**src/hw/rtl/ocl_pkg.sv**
```systemverilog
`timescale 1ns / 1ps
`default_nettype none
// ----------------------------------------------------------------------------
// ocl_pkg: shared definitions for the outcode line clipper
// Field widths, outcode bit positions, default parameters and the outcode
// function used by the clipping sequencer.
// ----------------------------------------------------------------------------
package ocl_pkg;

	localparam int COORD_W = 32;            // input coordinate width
	localparam int OUT_W   = 18;            // clipped coordinate width
	localparam int MAG_W   = COORD_W + 1;   // magnitude of a coordinate difference
	localparam int PROD_W  = 2 * MAG_W;     // product and dividend width

	localparam int PASS_LIMIT_DEF = 16;
	localparam int FRAC_BITS_DEF  = 16;

	// outcode bit positions
	localparam int CODE_LEFT   = 0;
	localparam int CODE_RIGHT  = 1;
	localparam int CODE_BOTTOM = 2;
	localparam int CODE_TOP    = 3;

	typedef logic [3:0] outcode_t;
	typedef logic signed [COORD_W-1:0] coord_t;

	function automatic outcode_t outcode(input coord_t x, input coord_t y, input coord_t one);
		outcode_t c;
		c = '0;
		if (x < -one)
			c[CODE_LEFT] = 1'b1;
		else if (x > one)
			c[CODE_RIGHT] = 1'b1;
		if (y < -one)
			c[CODE_BOTTOM] = 1'b1;
		else if (y > one)
			c[CODE_TOP] = 1'b1;
		return c;
	endfunction

endpackage
`default_nettype wire

```
**src/hw/rtl/outcode_line_clip_unit_square.sv**
```systemverilog
`timescale 1ns / 1ps
`default_nettype none
// ----------------------------------------------------------------------------
// outcode_line_clip_unit_square: Cohen-Sutherland clipper against [-1, +1]^2
// Clips one segment in signed fixed point with a shared add/subtract unit
// that performs a shift-add multiply and a restoring divide for each pass.
// ----------------------------------------------------------------------------
// Issue a transaction by raising start while busy is low; the unit stays
// busy through the clip passes the segment completes (at most PASS_LIMIT,
// four or fewer for any real segment) and the outcode test that ends it, or
// the test and setup of a pass that drops the segment for a zero span.
// Each pass runs the outcode test, the setup, the bit-serial multiply, the
// bit-serial divide and the endpoint update, in that order; the multiply,
// divide and update share one 67-bit adder. The result appears in the first
// cycle that busy is low, valid for exactly one cycle while done is high; it
// must be captured then, as the unit does not wait. A new transaction may be
// issued in that same cycle. A rejected segment reports accepted low and all
// clipped coordinates zero.
// ----------------------------------------------------------------------------
module outcode_line_clip_unit_square #(
	parameter int PASS_LIMIT = ocl_pkg::PASS_LIMIT_DEF,
	parameter int FRAC_BITS  = ocl_pkg::FRAC_BITS_DEF
) (
	input  wire logic                                clk,
	input  wire logic                                arst_n,
	input  wire logic                                start,
	output logic                                     busy,
	input  wire logic signed [ocl_pkg::COORD_W-1:0]  start_x,
	input  wire logic signed [ocl_pkg::COORD_W-1:0]  start_y,
	input  wire logic signed [ocl_pkg::COORD_W-1:0]  end_x,
	input  wire logic signed [ocl_pkg::COORD_W-1:0]  end_y,
	output logic                                     done,
	output logic                                     accepted,
	output logic signed [ocl_pkg::OUT_W-1:0]         clip_start_x,
	output logic signed [ocl_pkg::OUT_W-1:0]         clip_start_y,
	output logic signed [ocl_pkg::OUT_W-1:0]         clip_end_x,
	output logic signed [ocl_pkg::OUT_W-1:0]         clip_end_y
);

	localparam int CW     = ocl_pkg::COORD_W;
	localparam int OW     = ocl_pkg::OUT_W;
	localparam int MW     = ocl_pkg::MAG_W;
	localparam int PW     = ocl_pkg::PROD_W;
	localparam int AW     = PW + 1;
	localparam int CNT_W  = $clog2(MW);
	localparam int PASS_W = $clog2(PASS_LIMIT + 1);

	localparam logic signed [CW-1:0] ONE = CW'(1) << FRAC_BITS;

	typedef enum logic [2:0] {
		ST_IDLE,
		ST_TEST,
		ST_SETUP,
		ST_MUL,
		ST_DIV,
		ST_UPD
	} state_t;

	state_t                 state_q;
	logic signed [CW-1:0]   x0_q, y0_q, x1_q, y1_q;
	logic [PASS_W-1:0]      pass_q;
	logic                   sel_y_q;
	logic                   mv1_q;
	logic signed [CW-1:0]   edge_q;
	logic                   neg_q;
	logic [PW-1:0]          ma_q;
	logic [MW-1:0]          mb_q;
	logic [MW-1:0]          dvs_q;
	logic [PW-1:0]          acc_q;
	logic [CNT_W-1:0]       cnt_q;
	logic                   done_q;
	logic                   accepted_q;
	logic signed [OW-1:0]   csx_q, csy_q, cex_q, cey_q;

	// outcode test
	ocl_pkg::outcode_t c0, c1, csel;
	logic              sel_y_d;
	logic signed [CW-1:0] edge_d;

	always_comb begin
		c0   = ocl_pkg::outcode(x0_q, y0_q, ONE);
		c1   = ocl_pkg::outcode(x1_q, y1_q, ONE);
		csel = (c0 != '0) ? c0 : c1;
		if (csel[ocl_pkg::CODE_TOP] || csel[ocl_pkg::CODE_BOTTOM]) begin
			sel_y_d = 1'b1;
			edge_d  = csel[ocl_pkg::CODE_TOP] ? ONE : -ONE;
		end else begin
			sel_y_d = 1'b0;
			edge_d  = csel[ocl_pkg::CODE_RIGHT] ? ONE : -ONE;
		end
	end

	// setup: along-edge delta, distance to edge, span across edge
	logic signed [MW-1:0] dx, dy, d_along, d_edge, d_span;
	logic [MW-1:0]        mag_along, mag_edge, mag_span;

	always_comb begin
		dx      = {x1_q[CW-1], x1_q} - {x0_q[CW-1], x0_q};
		dy      = {y1_q[CW-1], y1_q} - {y0_q[CW-1], y0_q};
		d_along = sel_y_q ? dx : dy;
		d_span  = sel_y_q ? dy : dx;
		d_edge  = {edge_q[CW-1], edge_q}
			- (sel_y_q ? {y0_q[CW-1], y0_q} : {x0_q[CW-1], x0_q});
		mag_along = d_along[MW-1] ? MW'(-d_along) : MW'(d_along);
		mag_edge  = d_edge[MW-1] ? MW'(-d_edge) : MW'(d_edge);
		mag_span  = d_span[MW-1] ? MW'(-d_span) : MW'(d_span);
	end

	// shared add/subtract unit
	logic [AW-1:0] op_a, op_b, sum;
	logic          op_sub;
	logic signed [CW-1:0] base;

	always_comb begin
		base   = sel_y_q ? x0_q : y0_q;
		op_a   = '0;
		op_b   = '0;
		op_sub = 1'b0;
		case (state_q)
			ST_MUL: begin
				op_a = {1'b0, acc_q};
				op_b = {1'b0, ma_q};
			end
			ST_DIV: begin
				op_a   = AW'(acc_q[PW-1:MW-1]);
				op_b   = AW'(dvs_q);
				op_sub = 1'b1;
			end
			ST_UPD: begin
				op_a   = AW'(base);
				op_b   = AW'(acc_q[MW-1:0]);
				op_sub = neg_q;
			end
			default: begin
				op_sub = 1'b0;
			end
		endcase
		sum = op_a + (op_b ^ {AW{op_sub}}) + AW'(op_sub);
	end

	logic          div_ge;
	logic [MW-1:0] div_rem;

	assign div_ge  = ~sum[AW-1];
	assign div_rem = div_ge ? sum[MW-1:0] : acc_q[PW-2:MW-1];

	always_ff @(posedge clk or negedge arst_n) begin
		if (!arst_n) begin
			state_q    <= ST_IDLE;
			pass_q     <= '0;
			cnt_q      <= '0;
			done_q     <= 1'b0;
			accepted_q <= 1'b0;
		end else begin
			done_q <= 1'b0;
			case (state_q)
				ST_IDLE: begin
					if (start) begin
						x0_q    <= start_x;
						y0_q    <= start_y;
						x1_q    <= end_x;
						y1_q    <= end_y;
						pass_q  <= '0;
						state_q <= ST_TEST;
					end
				end
				ST_TEST: begin
					if (pass_q == PASS_W'(PASS_LIMIT) || (c0 & c1) != '0) begin
						done_q     <= 1'b1;
						accepted_q <= 1'b0;
						csx_q      <= '0;
						csy_q      <= '0;
						cex_q      <= '0;
						cey_q      <= '0;
						state_q    <= ST_IDLE;
					end else if ((c0 | c1) == '0) begin
						done_q     <= 1'b1;
						accepted_q <= 1'b1;
						csx_q      <= x0_q[OW-1:0];
						csy_q      <= y0_q[OW-1:0];
						cex_q      <= x1_q[OW-1:0];
						cey_q      <= y1_q[OW-1:0];
						state_q    <= ST_IDLE;
					end else begin
						sel_y_q <= sel_y_d;
						edge_q  <= edge_d;
						mv1_q   <= (c0 == '0);
						state_q <= ST_SETUP;
					end
				end
				ST_SETUP: begin
					if (d_span == '0) begin
						// no span across the edge: drop the segment
						done_q     <= 1'b1;
						accepted_q <= 1'b0;
						csx_q      <= '0;
						csy_q      <= '0;
						cex_q      <= '0;
						cey_q      <= '0;
						state_q    <= ST_IDLE;
					end else begin
						neg_q   <= d_along[MW-1] ^ d_edge[MW-1] ^ d_span[MW-1];
						ma_q    <= PW'(mag_along);
						mb_q    <= mag_edge;
						dvs_q   <= mag_span;
						acc_q   <= '0;
						cnt_q   <= '0;
						state_q <= ST_MUL;
					end
				end
				ST_MUL: begin
					if (mb_q[0])
						acc_q <= sum[PW-1:0];
					ma_q <= ma_q << 1;
					mb_q <= mb_q >> 1;
					if (cnt_q == CNT_W'(MW - 1)) begin
						cnt_q   <= '0;
						state_q <= ST_DIV;
					end else begin
						cnt_q <= cnt_q + 1'b1;
					end
				end
				ST_DIV: begin
					// remainder rides in the upper half, quotient shifts in below
					acc_q <= {div_rem, acc_q[MW-2:0], div_ge};
					if (cnt_q == CNT_W'(MW - 1)) begin
						cnt_q   <= '0;
						state_q <= ST_UPD;
					end else begin
						cnt_q <= cnt_q + 1'b1;
					end
				end
				ST_UPD: begin
					if (mv1_q) begin
						x1_q <= sel_y_q ? sum[CW-1:0] : edge_q;
						y1_q <= sel_y_q ? edge_q : sum[CW-1:0];
					end else begin
						x0_q <= sel_y_q ? sum[CW-1:0] : edge_q;
						y0_q <= sel_y_q ? edge_q : sum[CW-1:0];
					end
					pass_q  <= pass_q + 1'b1;
					state_q <= ST_TEST;
				end
				default: begin
					state_q <= ST_IDLE;
				end
			endcase
		end
	end

	assign busy         = (state_q != ST_IDLE);
	assign done         = done_q;
	assign accepted     = accepted_q;
	assign clip_start_x = csx_q;
	assign clip_start_y = csy_q;
	assign clip_end_x   = cex_q;
	assign clip_end_y   = cey_q;

`ifndef SYNTHESIS
	a_done_idle: assert property (@(posedge clk) disable iff (!arst_n)
		done |-> !busy)
		else $error("result strobe while the sequencer is still busy");

	a_start_busy: assert property (@(posedge clk) disable iff (!arst_n)
		(start && !busy) |=> (busy && !done))
		else $error("accepted transaction did not start the sequencer");

	a_reject_zero: assert property (@(posedge clk) disable iff (!arst_n)
		(done && !accepted) |-> (clip_start_x == '0 && clip_start_y == '0 &&
			clip_end_x == '0 && clip_end_y == '0))
		else $error("rejected segment with nonzero coordinates");

	a_pass_bound: assert property (@(posedge clk) disable iff (!arst_n)
		busy |-> (pass_q <= PASS_W'(PASS_LIMIT)))
		else $error("pass counter beyond the pass limit");
`endif

endmodule
`default_nettype wire
```
**config.mk**
```make
export PLATFORM = sky130hd
export DESIGN_NAME = outcode_line_clip_unit_square
export DESIGN_NICKNAME = d
export VERILOG_FILES = /design/src/hw/rtl/ocl_pkg.sv /design/src/hw/rtl/outcode_line_clip_unit_square.sv
export SDC_FILE = /design/constraint.sdc
export NUM_CORES = 1
export LEC_CHECK = 0
export BUFFER_PORTS_ARGS = -buffer_cell sky130_fd_sc_hd__buf_2
export CELL_PAD_IN_SITES_DETAIL_PLACEMENT = 1
export CELL_PAD_IN_SITES_GLOBAL_PLACEMENT = 2
export CORE_AREA = 8 8 336 338
export DETAILED_ROUTE_END_ITERATION = 10
export DIE_AREA = 0 0 344 346
export PLACE_DENSITY_LB_ADDON = 0.05
export SETUP_SLACK_MARGIN = 0.3
export SLEW_MARGIN = 5
export SYNTH_ARGS = -nofsm -noshare
export SYNTH_HDL_FRONTEND = slang
export SYNTH_SLANG_ARGS = --single-unit
export TNS_END_PERCENT = 30
```
**constraint.sdc**
```tcl
create_clock -name clk -period 24.5 [get_ports clk]
set_input_delay 4.9 -clock clk [delete_from_list [all_inputs] [get_ports clk]]
set_output_delay 4.9 -clock clk [all_outputs]
set_load 0.02 [all_outputs]
```
* Yosys cells after proc, flatten, opt, wreduce, memory -nomap -nowiden
Cells that the tools add are included.
** Storage, ports and cells
- Register bits after elaboration :: 449
** Operators by class
- Reductions and logical operators :: 26
- Muxes and demuxes :: 82
- Magnitude comparators :: 8
- Equal/unequal tests :: 16
- Bitwise gates (word level) :: 9
- $add $sub $neg :: 10
** Operators with widths (count)
- 32-bit two-way mux :: 15
- 66-bit one-hot mux with 3 select lines :: 2
- 32-bit one-hot mux with 2 select lines :: 4
- 33-bit two-way mux :: 7
- 67-bit one-hot mux with 3 select lines :: 1
- 66-bit two-way mux :: 3
- 18-bit two-way mux :: 9
- 18-bit one-hot mux with 2 select lines :: 4
- 66-bit one-hot mux with 2 select lines :: 1
- 32-bit by 18-bit > comparator with 1-bit output (second input constant) :: 4
- 32-bit by 17-bit less-than comparator with 1-bit output (second input constant) :: 4
- 33-bit negator :: 3
- 67-bit by 1-bit adder with 67-bit output :: 1
- 67-bit adder :: 1
- 67-bit XOR :: 1
- 33-bit one-hot mux with 2 select lines :: 1
- 32-bit by 32-bit subtractor with 33-bit output :: 2
- 33-bit zero test :: 1
- 33-bit subtractor :: 1
- 4-bit AND reduction :: 5
- 1-bit two-way mux :: 19
- 3-bit one-hot mux with 6 select lines :: 1
- 2-bit != test (second input constant) :: 8
- 6-bit two-way mux :: 2
- other kinds (28) :: 51

* Depth between registers and ports, before layout
Gate-level depths: netlist (run 1).
- Word-level depth :: 8
- Mapped depth :: 30
- Gate-level depth less buffers :: 20

* Least setup slack after synthesis (run 1)
OpenSTA, ideal clock, no wires.
- Path kind :: in2reg
- Start point :: in arst_n
- End point :: reg ma_q[0] (enable)
- Stages :: 2
- Slack :: 14149 ps
- Required time :: 23910 ps
- Library setup time :: 590 ps
- Arrival :: 9761 ps
- Cell sequence :: nand2_1 a21oi_1
** On the way
- Word-level cells in the longest chain between the ends :: 1
** Ends and longest elaborated chain
- from (decl) :: RTL line outcode_line_clip_unit_square.sv:25 : input wire logic arst_n,
- 3-bit AND reduction (no source line)
- to (signal assigned) :: RTL line outcode_line_clip_unit_square.sv:203 : ma_q <= PW'(mag_along);
- to (signal assigned) :: RTL line outcode_line_clip_unit_square.sv:214 : ma_q <= ma_q << 1;
- to (decl) :: RTL line outcode_line_clip_unit_square.sv:66 : logic [PW-1:0] ma_q;
No other way between the ends.
A chain may end at the register's enable or synchronous reset.

* Worst setup path after layout (run 1)
- Start point :: reg state_q[0]
- End point :: reg acc_q[41], data pin
** On the way
- Word-level cells in the longest chain between the ends :: 7
** Ends and longest elaborated chain
- from (decl) :: RTL line outcode_line_clip_unit_square.sv:59 : state_t state_q;
- from (signal assigned) :: RTL line outcode_line_clip_unit_square.sv:149 : state_q <= ST_IDLE;
- from (signal assigned) :: RTL line outcode_line_clip_unit_square.sv:164 : state_q <= ST_TEST;
- from (signal assigned) :: RTL line outcode_line_clip_unit_square.sv:175 : state_q <= ST_IDLE;
- 3-bit equality test, or another cell as far along :: RTL line outcode_line_clip_unit_square.sv:119 : case (state_q)
- 66-bit one-hot mux with 3 select lines / 1-bit one-hot mux with 2 select lines (equally long branches) :: RTL line outcode_line_clip_unit_square.sv:119
- 67-bit XOR :: RTL line outcode_line_clip_unit_square.sv:138 : sum = op_a + (op_b ^ {AW{op_sub}}) + AW'(op_sub);
- 67-bit adder :: RTL line outcode_line_clip_unit_square.sv:138
- 67-bit by 1-bit adder with 67-bit output :: RTL line outcode_line_clip_unit_square.sv:138
- 33-bit two-way mux / 66-bit two-way mux (equally long branches) :: RTL line outcode_line_clip_unit_square.sv:145, outcode_line_clip_unit_square.sv:212
- 66-bit one-hot mux with 3 select lines (*) :: RTL line outcode_line_clip_unit_square.sv:156 : case (state_q)
- to (signal assigned) :: RTL line outcode_line_clip_unit_square.sv:213 : acc_q <= sum[PW-1:0];
- to (signal assigned) :: RTL line outcode_line_clip_unit_square.sv:225 : acc_q <= {div_rem, acc_q[MW-2:0], div_ge};
- to (decl) :: RTL line outcode_line_clip_unit_square.sv:69 : logic [PW-1:0] acc_q;
Mark *: on every way between the ends. The rest lies on a longest branch, timed or not. The select of a mux whose other input is x is not followed.

==> impl_metrics.json, run 1 <==
{
  "result_of_the_run": "finished clean",
  "worst-path-max-fanout": 85,
  "cts_max_level": 2,
  "worst_hold_startpoint": "ma_q[34]$_SDFFCE_PP0P_",
  "finalCritPeriodShare": 0.302,
  "max_cap_violations": 0,
  "route.vias.total": 30000,
  "post_cts_resized": 0,
  "drtIter0Drc": 2153,
  "clock_tree.root_cell": "clkbuf_16",
  "pwr_density_cell_nw_per_um2": 95.3,
  "hold_buffers": 0,
  "crit_path_start_kind": "register",
  "areaGrowthSynthToFinish_pct": 13.5,
  "timing.critical_path.required_ns": 24.90,
  "placementRows": 121,
  "die_width_um": 344,
  "buffer_ports.inserted": 205,
  "slew_at_the_pin_closest_to_its_max_slew_limit_ns": 1.32,
  "post-route-drc-count": 0,
  "antennaDiodeCount": 0,
  "first_global_vias": 31100,
  "timing_hold_violations_final": 0,
  "hold_end": "ma_q[35]$_SDFFCE_PP0P_",
  "tritoncts": "yes",
  "worstSkewPairLatency_ns": 0.69,
  "drt-total-wl_um": 150000,
  "r2r_path_end": "acc_q[41]$_DFFE_PP_",
  "synthArstFlopShare": 0.0383,
  "reg2reg_depth": 18,
  "worst_setup_ep_type": "register",
  "numClockSinks": 418,
  "routed_via_density": 5.65,
  "edff_count_synth": 402,
  "routed_wire_length_per_instance_um": 28.4,
  "crit_chain": "and3b_4 > buf_4 > and2_1 > buf_4 > a21oi_1 > ha_1 > nor2b_1 > o21bai_1 > a21oi_1 > o211ai_1 > o311ai_1 > a211oi_1 > o21ai_1 > a31o_2 > xnor2_4 > buf_4 > mux2i_1 > o22ai_1",
  "final_max_tran_viols": 0,
  "clkSlewWorstSetupHoldPaths_ns": 0.06,
  "cell_with_the_most_instances_after_synthesis": "nand2_1",
  "clock-skew-final_ns": 0.0204,
  "final_replace_weighted_congestion": 0.917,
  "netlist.top_cell.by_area": "edfxtp_1",
  "yosys.cell_types.count": 108,
  "post_synth.cell_area_avg_um2": 8.88,
  "clock_path_buffers": 3,
  "global_route_wire_length_before_repair_um": 218000,
  "crit_path_start": "state_q[0]$_DFFE_PN0P_",
  "detailed_place.area_um2": 35600,
  "r2r_start": "state_q[0]$_DFFE_PN0P_",
  "total_leakage_power_uw": 0.0156,
  "report.power.total_uw": 3570,
  "yosysSeqAreaShare": 0.378,
  "holdCritPathClass": "register to register",
  "main_synth_ff_type": "edfxtp_1",
  "grt_antenna_before_repair": 9,
  "rrSetupSlack_ns": 17.11,
  "post-cts-setup-buffer-count": 0,
  "dpl.hpwl_um": 118000,
  "finished_cell_area_um2": 37500,
  "critical-path-slowest-cell": "dfrtp_1",
  "worst_hold_path.num_cells": 2,
  "finalSetupViolCount": 0,
  "core_region_area_um2": 108000,
  "netlist_instances": 3718,
  "synth_area_leaders": "edfxtp_1 37%, ha_1 5.8%, nand2_1 5.4%, a21oi_1 4.7%, o21ai_0 3.8%",
  "mappedNetlistNets": 4005,
  "io_pins": 206,
  "layout-drive-gt1-share": 0.120,
  "fill_cells": 12500,
  "post_synth_most_frequent_cells": "479 x nand2_1, 402 x edfxtp_1, 312 x a21oi_1",
  "synthDominantCellAreaShare": 0.366,
  "max_transition_margin": 0.110,
  "crit_top_cell": "buf_4",
  "grt.overflow.total": 0,
  "synth-seq-cells": 418,
  "grt_setup_unrepaired": "no",
  "syn_area_um2": 33000,
  "grt.total_usage": 0.244,
  "final_net_count": 4128,
  "fp.dieArea_um2": 119000,
  "max_clock_freq_mhz": 135,
  "finalCriticalPeriod_ns": 7.39,
  "vdd_ir_drop_max_uv": 57.2,
  "timing.critical_path.slowest_cell_delay_ns": 0.93,
  "yosys_warnings": 0,
  "drtPass1Iterations": 5,
  "final_core_utilization": 0.348,
  "initial_utilization": 0.306,
  "hold-worst-slack_ns": 0.520,
  "worst-endpoint-arrival_ns": 7.79,
  "detail-route-antenna-nets": 0,
  "fin_setup_tns_ns": 0,
  "crit_type": "register to register",
  "cts_buffers": 55,
  "die_h_um": 346,
  "pin_count_of_the_biggest_net_entering_global_routing": 86
}
==> sequential cells by signal, indices dropped and copies added, names as in the netlist <==
register      cells
clip_start_y     18
mv1_q             1
state_q           3
x0_q             32
pass_q            5
dvs_q            33
done              1
clip_end_x       18
edge_q            1
ma_q             66
y1_q             32
clip_end_y       18
y0_q             32
acc_q            66
sel_y_q           1
clip_start_x     18
accepted          1
x1_q             32
cnt_q             6
mb_q             33
neg_q             1
==> where the power goes <==
part           switching, uW  internal (uW)
registers                115           1000
clock network            371            496
logic                   1090            504
total                   1570           2000
==> layout by cell type (no fill, tap or decap), types with 16 or more instances in the layout <==
cell type  count
a211oi_1      25
a21o_1       126
a21oi_1      310
a22o_1        40
a31oi_1       37
and2_1       106
and3_1        29
buf_2        205
buf_4         68
clkbuf_16     55
dfrtp_1       16
edfxtp_1     402
ha_1         153
inv_1        156
mux2_2        18
mux2i_1      123
nand2_1      476
nand2b_1      26
nand3_1       62
nand4_1       52
nor2_1       270
nor2b_1       22
nor3_1        48
nor4_1        33
o211ai_1      24
o21a_1        46
o21ai_0      249
o21bai_1      26
o22ai_1       37
o31ai_1       19
or3_1         32
xnor2_1      136
xor2_1        93
==> per-layer routing <==
layer	track usage	wire length (um)	vias up
li1	-	-	14000
met1	0.325	67400	15000
met2	0.407	70700	739
met3	0.0320	6530	219
met4	0.0839	5730	0
met5	0	0	-
==> cell families after synthesis <==
logic type,count (synthesis),share of synthesized area
adder cells (fa/ha/maj),156,0.0598
buffers and inverters,365,0.0440
other,1,0.000114
AND/OR/NAND/NOR,1256,0.184
XOR/XNOR,231,0.0621
AO/OA/AOI/OAI,1149,0.229
multiplexers,142,0.0438
flip-flops,418,0.378
==> stage by stage <==
stage	std cells	setup WS, ns
6_report	5302	17.11
4_1_cts	5302	17.11
3_5_place_dp	5198	17.16
3_3_place_gp	5197	16.42
5_1_grt	5302	16.72
2_1_floorplan	3718	14.15
==> worst max-delay path by stage <==
| stage | end | depth (start not counted) | slack [ns] |
|---|---|---|---|
| finish | acc_q[41]$_DFFE_PP_ | 18 | 17.11 |
| global route | acc_q[41]$_DFFE_PP_ | 18 | 16.72 |
| CTS | acc_q[41]$_DFFE_PP_ | 18 | 17.11 |
| detailed placement | acc_q[41]$_DFFE_PP_ | 18 | 17.16 |
| global placement | x1_q[24]$_DFFE_PP_ | 5 | 16.42 |
| floorplan | ma_q[0]$_SDFFCE_PN0P_ | 2 | 14.15 |
==> critical path: cells and delay by family, from the launching register on <==
kind,cells,cell delay (ns)
fa+ha+maj,1,0.45
buf+inv,3,1.45
mux,1,0.33
simple gates,3,0.86
compound gates,9,2.86
xor+xnor,1,0.16
flops,1,0.93
==> final cells by class <==
cell class              count  area [um2]  share of cell area
flip-flops and latches    418       12500               0.333
clock inverters            40         480              0.0128
inverters                 157         589              0.0157
multi-input cells        2935       19200               0.512
well taps                1414        1770              0.0472
repair buffers            274        1560              0.0415
clock buffers              64        1420              0.0379
Power figures use the tool's default switching activity.
==> run 2: changes to the inputs <==
--- a/config.mk
+++ b/config.mk
@@ -5,12 +5,13 @@
 export SDC_FILE = /design/constraint.sdc
 export NUM_CORES = 1
 export LEC_CHECK = 0
+export ABC_AREA = 1
 export BUFFER_PORTS_ARGS = -buffer_cell sky130_fd_sc_hd__buf_2
 export CELL_PAD_IN_SITES_DETAIL_PLACEMENT = 1
 export CELL_PAD_IN_SITES_GLOBAL_PLACEMENT = 2
-export CORE_AREA = 8 8 336 338
+export CORE_AREA = 8 8 349 351
 export DETAILED_ROUTE_END_ITERATION = 10
-export DIE_AREA = 0 0 344 346
+export DIE_AREA = 0 0 357 359
 export PLACE_DENSITY_LB_ADDON = 0.05
 export SETUP_SLACK_MARGIN = 0.3
 export SLEW_MARGIN = 5
==> constraint.sdc (replaced) <==
create_clock -name clk -period 6.9 [get_ports clk]
set_input_delay 1.38 -clock clk [delete_from_list [all_inputs] [get_ports clk]]
set_output_delay 1.38 -clock clk [all_outputs]
set_load 0.02 [all_outputs]
==> run 2 against run 1 <==
  * First-iteration DRC count increased by 43%
  * Non-clock buffer count increased by 1
  * Wire length increased by 25%
  * Critical endpoint is now clip_start_y[6]$_SDFFCE_PN0P_
  * Via count increased by 25%
  * Power increased to 4.6 times the previous value
  * Final area increased by 8.2%
  * Clock power increased to 3.4 times the previous value
  * Largest power group unchanged
  * Count of clock-buffer cells in the layout increased by 1
  * Sequential share of layout area decreased by 2.5 points
==> impl_metrics.json, run 2 <==
{
  "result_of_the_run": "finished clean",
  "final_cell_mix": "1725 x nand2_1, 790 x inv_1, 571 x nor2_1, 402 x nand3_1, 402 x edfxtp_1",
  "synth_area_leaders": "edfxtp_1 34%, nand2_1 18%, inv_1 8.3%, nor2_1 6.0%, nand3_1 5.6%",
  "final_net_count": 5823,
  "pwr_density_cell_nw_per_um2": 407,
  "post-route-drc-count": 0,
  "max_cap_violations": 0,
  "synth_compound_area_frac": 0.117,
  "netlist_instances": 5345,
  "netlist.top_cell.by_area": "edfxtp_1",
  "report.power.total_uw": 16500,
  "route.vias.total": 37300,
  "grt.overflow.total": 0,
  "timing.critical_path.required_ns": 7.26,
  "worst-path-max-fanout": 21,
  "fp.dieArea_um2": 128000,
  "vdd_ir_drop_max_uv": 176,
  "yosysSeqAreaShare": 0.348,
  "cell_with_the_most_instances_after_synthesis": "nand2_1",
  "mappedNetlistNets": 5632,
  "core_region_area_um2": 117000,
  "crit_type": "register to register",
  "cts_buffers": 54,
  "routed_wire_length_per_instance_um": 26.3,
  "fill_cells": 14900,
  "first_global_vias": 37700,
  "die_h_um": 359,
  "drtPass1Iterations": 5,
  "drt-total-wl_um": 187000,
  "worst_setup_ep_type": "register",
  "areaGrowthSynthToFinish_pct": 13.3,
  "holdCritPathClass": "register to register",
  "numClockSinks": 418,
  "final_replace_weighted_congestion": 0.926,
  "cts_max_level": 2,
  "grt.total_usage": 0.283,
  "global_route_wire_length_before_repair_um": 268000,
  "io_pins": 206,
  "yosys_warnings": 0,
  "synthSimpleGateAreaFrac": 0.344,
  "post_synth.cell_area_avg_um2": 6.70,
  "grt_antenna_before_repair": 7,
  "synth_top_family_by_area": "simple AND/OR/NAND/NOR gates",
  "slew_at_the_pin_closest_to_its_max_slew_limit_ns": 1.20,
  "grt_setup_unrepaired": "no",
  "registers_with_the_most_flip_flops": "acc_q (66), ma_q (66)",
  "clock-skew-final_ns": 0.0568,
  "final_max_tran_viols": 0,
  "dpl.hpwl_um": 155000,
  "placementRows": 126,
  "hold_buffers": 0,
  "tritoncts": "yes",
  "muxShareOfSynthArea": 0,
  "synth-xor-area-share": 0.0312,
  "clock_path_buffers": 3,
  "detail-route-antenna-nets": 0,
  "worst-endpoint-arrival_ns": 6.56,
  "worstSkewPairLatency_ns": 0.70,
  "yosys.cell_types.count": 65,
  "initial_utilization": 0.307,
  "pin_count_of_the_biggest_net_entering_global_routing": 159,
  "main_synth_ff_type": "edfxtp_1",
  "synthArstFlopShare": 0.0383,
  "layout-drive-gt1-share": 0.0862,
  "clkSlewWorstSetupHoldPaths_ns": 0.06,
  "die_width_um": 357,
  "drtIter0Drc": 3079,
  "routed_via_density": 5.24,
  "fin_setup_tns_ns": 0,
  "max_transition_margin": 0.194,
  "syn_area_um2": 35800,
  "clock_tree.root_cell": "clkbuf_16",
  "finalCritPeriodShare": 0.898,
  "synthDominantCellAreaShare": 0.337,
  "max_clock_freq_mhz": 161,
  "synth_adder_area_share": 0.0552,
  "post_synth_most_frequent_cells": "1725 x nand2_1, 790 x inv_1, 576 x nor2_1",
  "synth-seq-cells": 418,
  "total_leakage_power_uw": 0.0198,
  "finalSetupViolCount": 0,
  "crit_path_start_kind": "register",
  "timing_hold_violations_final": 0,
  "finalCriticalPeriod_ns": 6.19,
  "buffer_ports.inserted": 205,
  "edff_count_synth": 402,
  "layout_commonest_cell": "nand2_1"
}
-- run 2: changes by cell type in the layout (fill, tap and decap cells not counted), sizes merged, moves of 112 or more --
cell	previous run	this run
xnor2	138	26
inv	162	819
nand2	479	1751
nor2	273	610
a21oi	314	194
nand3	63	411
mux2i	123	0
-- run 2: path summary, 6_finish.rpt --
path                                      start                       endpoint  slack (ns)  cells after the start
setup reg to reg              x0_q[7]$_DFFE_PP_  clip_start_y[6]$_SDFFCE_PN0P_        0.71                     24
setup / recovery              x0_q[7]$_DFFE_PP_  clip_start_y[6]$_SDFFCE_PN0P_        0.71                     24
hold / removal             cnt_q[5]$_DFFE_PN0P_           cnt_q[5]$_DFFE_PN0P_        0.48                      1
hold reg to reg            cnt_q[5]$_DFFE_PN0P_           cnt_q[5]$_DFFE_PN0P_        0.48                      1
max in group asynchronous                arst_n          pass_q[0]$_DFFE_PN0P_        5.88                      1
min in group asynchronous                arst_n           cnt_q[4]$_DFFE_PN0P_        0.67                      1
-- run 2: final cells by class --
type	instances	area, um2	share of cell area
Clock inverter	37	418	0.0103
Multi-Input combinational cell	3969	19700	0.485
Sequential cell	418	12500	0.308
Antenna cell	2	5.00	0.000123
Inverter	818	3080	0.0760
Timing Repair Buffer	275	1590	0.0392
Clock buffer	65	1390	0.0343
Tap cell	1536	1920	0.0474
-- run 2: timing repair --
action                     CTS  global route
resized for setup            0             5
setup endpoints to repair    0            76
buffers inserted             0             0
-- run 2: logic make-up after synthesis --
logic type	count (synthesis)
AND/OR/NAND/NOR	2956
buffers and inverters	958
AO/OA/AOI/OAI	731
flip-flops	418
adder cells (fa/ha/maj)	156
XOR/XNOR	125
other	1
-- run 2: power breakdown --
| part | switching (uW) | internal, uW | total, uW |
|---|---|---|---|
| combinational | 7000 | 2470 | 9460 |
| sequential | 373 | 3700 | 4070 |
| clock | 1290 | 1680 | 2960 |
| total | 8650 | 7850 | 16500 |
-- run 2: layer usage --
layer  routed length, um  global-route usage  up-vias
met5                  34                   0        -
met2               82600               0.449     1190
met3               10800              0.0359      265
met1               86900               0.397    18100
li1                    -                   -    17800
met4                6950              0.0894        6
-- run 2: worst max-delay path, cell delays in order (launching register included) --
cell      delay, ns
edfxtp_1       0.52
inv_1          0.24
ha_1           0.50
nand2_1        0.16
nor2_1         0.37
nand3_1        0.18
nand3_1        0.29
nand2_1        0.13
nand2_1        0.08
nand2_1        0.08
nand3_1        0.15
nand2_1        0.12
nor2_1         0.36
inv_1          0.10
nor4_2         0.45
nand4_1        0.14
nor2_1         0.28
ha_1           0.36
inv_1          0.07
nor2_1         0.30
nor2_1         0.07
inv_1          0.07
nand2_1        0.16
nor2_4         0.27
buf_4          0.37
-- run 2: per-stage QoR --
| stage | hold slack (ns) | instances | util | cell area, um2 | worst slack, ns |
|---|---|---|---|---|---|
| 6_report | 0.484 | 7120 | 0.348 | 40500 | 0.706 |
| 5_1_grt | 0.533 | 7118 | 0.347 | 40500 | 0.338 |
| 4_1_cts | 0.481 | 7118 | 0.347 | 40500 | 0.341 |
| 3_5_place_dp | 0.473 | 7016 | 0.332 | 38700 | 0.369 |
| 3_3_place_gp | 0.459 | 7016 | 0.332 | 38700 | 0.475 |
| 2_1_floorplan | 0.445 | 5345 | - | 35800 | 0.321 |
